<file path="src/rtl/core/cpp_pkg.sv">
package cpp_pkg;
    localparam int IDX_BITS = 10;
    localparam int SQ_BITS  = 63;
    localparam int Q16_BITS = 48;
    localparam int FIELD_BITS = 31;
    typedef logic [63:0] t_square;
endpackage

</file>
<file path="src/rtl/core/cpp_sqrt.sv">
module cpp_sqrt (
    input  logic                i_clk,
    input  logic                i_rst_n,
    input  logic                i_start,
    input  cpp_pkg::t_square    i_value,
    output logic                o_done,
    output logic [47:0]         o_root
);
    import cpp_pkg::*;

    logic [5:0]  r_step, n_step;
    logic        r_busy, n_busy;
    logic        r_done, n_done;
    t_square     r_val, n_val;
    logic [47:0] r_q, n_q;
    logic [49:0] r_rem, n_rem;
    logic [49:0] w_rem_sh;
    logic [49:0] w_trial;

    assign w_rem_sh = {r_rem[47:0], r_val[63:62]};
    assign w_trial  = {r_q, 2'b01};

    always_comb begin
        n_step = r_step;
        n_busy = r_busy;
        n_done = 1'b0;
        n_val  = r_val;
        n_q    = r_q;
        n_rem  = r_rem;
        if (i_start) begin
            n_busy = 1'b1;
            n_step = 6'd0;
            n_val  = i_value;
            n_q    = '0;
            n_rem  = '0;
        end else if (r_busy) begin
            n_val = {r_val[61:0], 2'b00};
            if (w_rem_sh >= w_trial) begin
                n_rem = w_rem_sh - w_trial;
                n_q   = {r_q[46:0], 1'b1};
            end else begin
                n_rem = w_rem_sh;
                n_q   = {r_q[46:0], 1'b0};
            end
            n_step = r_step + 6'd1;
            if (r_step == 6'd47) begin
                n_busy = 1'b0;
                n_done = 1'b1;
            end
        end
    end

    always_ff @(posedge i_clk) begin
        if (!i_rst_n) begin
            r_busy <= 1'b0;
            r_done <= 1'b0;
            r_step <= '0;
        end else begin
            r_busy <= n_busy;
            r_done <= n_done;
            r_step <= n_step;
        end
        r_val <= n_val;
        r_q   <= n_q;
        r_rem <= n_rem;
    end

    assign o_done = r_done;
    assign o_root = r_q;
endmodule

</file>
<file path="config.mk">
export PLATFORM = sky130hd
export DESIGN_NAME = cpp_sqrt
export DESIGN_NICKNAME = d
export VERILOG_FILES = /design/src/rtl/core/cpp_pkg.sv /design/src/rtl/core/cpp_sqrt.sv
export SDC_FILE = /design/constraint.sdc
export NUM_CORES = 1
export LEC_CHECK = 0
export BUFFER_PORTS_ARGS = -buffer_cell sky130_fd_sc_hd__buf_2
export CAP_MARGIN = 20
export CORE_MARGIN = 4
export CORE_UTILIZATION = 59
export CTS_CLUSTER_DIAMETER = 60
export DETAILED_ROUTE_END_ITERATION = 8
export GPL_ROUTABILITY_DRIVEN = 0
export PLACE_DENSITY = 0.93
export SYNTH_ARGS = -nofsm -noshare
export SYNTH_HDL_FRONTEND = slang
export SYNTH_SLANG_ARGS = --single-unit
</file>
<file path="constraint.sdc">
create_clock -name i_clk -period 3.97 [get_ports i_clk]
set_input_delay 0.5955 -clock i_clk [delete_from_list [all_inputs] [get_ports i_clk]]
set_output_delay 0.5955 -clock i_clk [all_outputs]
set_load 0.1 [all_outputs]
</file>
==> flow_summary.json <==
{
  "min_path_type": "in2reg",
  "fin_skew_ns": 0.00747,
  "fin_setup_tns_ns": 0,
  "vias": 7691,
  "postPlaceCellArea_um2": 10400,
  "place_ws_ns": 0.430,
  "synth.distinct_cells": 59,
  "syn_area_per_cell_um2": 9.74,
  "initial_core_util_pct": 60.6,
  "first_pass_iters": 5,
  "yosysSeqAreaShare_pct": 41.3,
  "tightestPinTransition_ns": 0.991,
  "slowest_stage": "o31ai_1",
  "clock.fmax_ghz": 0.279,
  "clock_latency_ns": 0.43,
  "cp-start-kind": "flip-flop",
  "grt_max_degree": 162,
  "yosys_warnings": 0,
  "drc_errors": 0,
  "cts_resized": 0,
  "globalRouteTotalUtil_pct": 24.2,
  "syn_area_um2": 9690,
  "cts_tree": "done",
  "post_cts_buffers": 0,
  "first_global_vias": 7478,
  "required_ns": 4.29,
  "drt_iter0_markers": 564,
  "rr_startpoint": "o_root[0]$_SDFFE_PP0P_",
  "vias_per_cell": 5.88,
  "arrival_ns": 3.91,
  "area_growth_syn_to_layout_pct": 13.4,
  "fin_area_um2": 11000,
  "num_antenna_cells": 0,
  "die_y_um": 136,
  "worst-path-max-fanout": 21,
  "synth_cells": 995,
  "slowest_delay_ns": 0.44,
  "dieArea_um2": 18500,
  "max_cap_viol_count": 0,
  "hold_viol_final": 0,
  "core_um2": 16000,
  "wirelength_mm": 21.8,
  "async_flop_share_pct": 0,
  "mostFrequentLayoutCell": "nor2_1",
  "worst_setup_path_end_kind": "flip-flop",
  "slew_headroom_pct": 33.8,
  "wire_per_inst_um": 16.7,
  "ys_seq_elements": 168,
  "numCtsBuffers": 17,
  "clockRootBuffer": "clkbuf_16",
  "io_buffers": 115,
  "antenna_found_initial": 1,
  "setup.worst_path.start": "o_root[0]$_SDFFE_PP0P_",
  "r2r_slack_ns": 0.38,
  "crit_type": "reg2reg",
  "finalSetupViolCount": 0,
  "cts.path.max_buffers": 2,
  "powerDensity_nw_per_um2": 536,
  "rsz0062_at_grt": "false",
  "layout.nets": 1198,
  "setup_ws_ns": 0.382,
  "layout_common_cells": "nor2_1, buf_2, dfxtp_1, mux2i_1, edfxtp_1",
  "grt_pass1_wl_mm": 36.2,
  "peakVddDrop_mv": 0.432,
  "period_minus_slack_ns": 3.59,
  "synth_edf_count": 64,
  "num_rows": 46,
  "overflow": 0,
  "outcome": "complete, no violations",
  "cts_num_sinks": 168,
  "synthFlopType": "dfxtp_1",
  "die_w_um": 136,
  "syn_nets": 1113,
  "clk_pin_slew_worst_paths_ns": 0.07,
  "cp_cell_sequence": "inv_1 > ha_1 > nor2b_1 > o31ai_1 > and2_4 > o31a_1 > o31a_1 > o31ai_1 > a31o_2 > a21o_2 > buf_12 > mux2i_1 > a2111oi_2",
  "ios": 116,
  "slew_violations": 0,
  "dpl.hpwl_mm": 15.4,
  "power_leakage_nw": 4.76,
  "postCtsHoldBufs": 0,
  "fin_crit_sh_pct": 90.4,
  "totalPowerFinal_w": 0.00589,
  "min-delay-start": "i_rst_n",
  "layout-drive-gt1-share_pct": 21.0,
  "postRouteAntennaNets": 0,
  "htree_levels": 4
}
==> through the flow <==
stage	cells	util [%]	hold slack (ns)
after global placement	1276	64.8	0.469
after floorplan	995	-	0.458
after global routing	1309	68.6	0.394
after detailed placement	1276	64.8	0.479
after CTS	1308	68.5	0.385
final	1309	68.6	0.396
==> per-layer routing <==
metal,vias to the layer above,GRT usage [%],wire [µm]
met4,2,5.99,344
met3,37,8.18,1790
met5,-,0,12
li1,3747,-,-
met1,3629,30.3,9200
met2,276,40.2,10500
==> cells in the mapped netlist, drive strengths merged (3+ instances only) <==
cell	count	area (µm²)
inv	61	229
o31a	4	35.0
mux2i	94	941
a221oi	3	26.3
nor3	9	45.0
mux2	63	709
edfxtp	64	1920
nand4	11	68.8
xor2	16	140
a21boi	4	30.0
a21oi	51	255
nor2b	3	18.8
dfxtp	104	2080
nor2	136	510
clkbuf	44	165
buf	14	101
or3	6	37.5
a21o	27	203
xnor2	31	272
a2111oi	3	32.5
and3	4	25.0
o21ai	25	125
a211oi	49	368
ha	51	638
nand2	46	175
o31ai	7	52.6
nand3	14	70.1
o21bai	8	60.1
o21a	3	22.5
and2	9	58.8
==> worst max-delay path: cells and delay by family, from the launching register on <==
family,cells,cell delay [ns]
buf+inv,2,0.26
fa+ha+maj,1,0.35
simple gates,2,0.39
mux,1,0.11
flops,1,0.36
compound gates,7,2.02
==> flip-flops by register name (all words and copies together), names as in the netlist <==
register,flops
r_val,64
o_root,48
r_rem,48
r_step,6
o_done,1
r_busy,1
==> worst paths after layout <==
check,end,depth (start not counted)
max,r_rem[44]$_SDFFE_PP0P_,13
min,r_busy$_SDFF_PN0_,2
max reg2reg,r_rem[44]$_SDFFE_PP0P_,13
min reg2reg,r_step[5]$_SDFFE_PP0P_,2
==> report_power, final <==
part	switching (W)	leakage, nW	internal (W)
clock	0.000733	0.291	0.000914
combinational	0.00118	2.97	0.00100
sequential	0.000105	1.49	0.00195
==> cells by family after synthesis <==
kind of cell	Yosys count	synth area share [%]
flip-flops	168	41.3
buffers and inverters	119	5.11
AND/OR/NAND/NOR	249	11.3
XOR/XNOR	47	4.25
AO/OA/AOI/OAI	204	14.4
multiplexers	157	17.0
adder cells (fa/ha/maj)	51	6.59
==> cell type report <==
cell class	instances	area (µm²)
fill	1220	5020
multi-input combinational	708	5190
clock buffer	20	450
sequential	168	4010
timing repair buffer	124	703
inverter	61	229
clock inverter	12	131
tap	216	270
No activity file was read; power rests on OpenSTA's default activity.
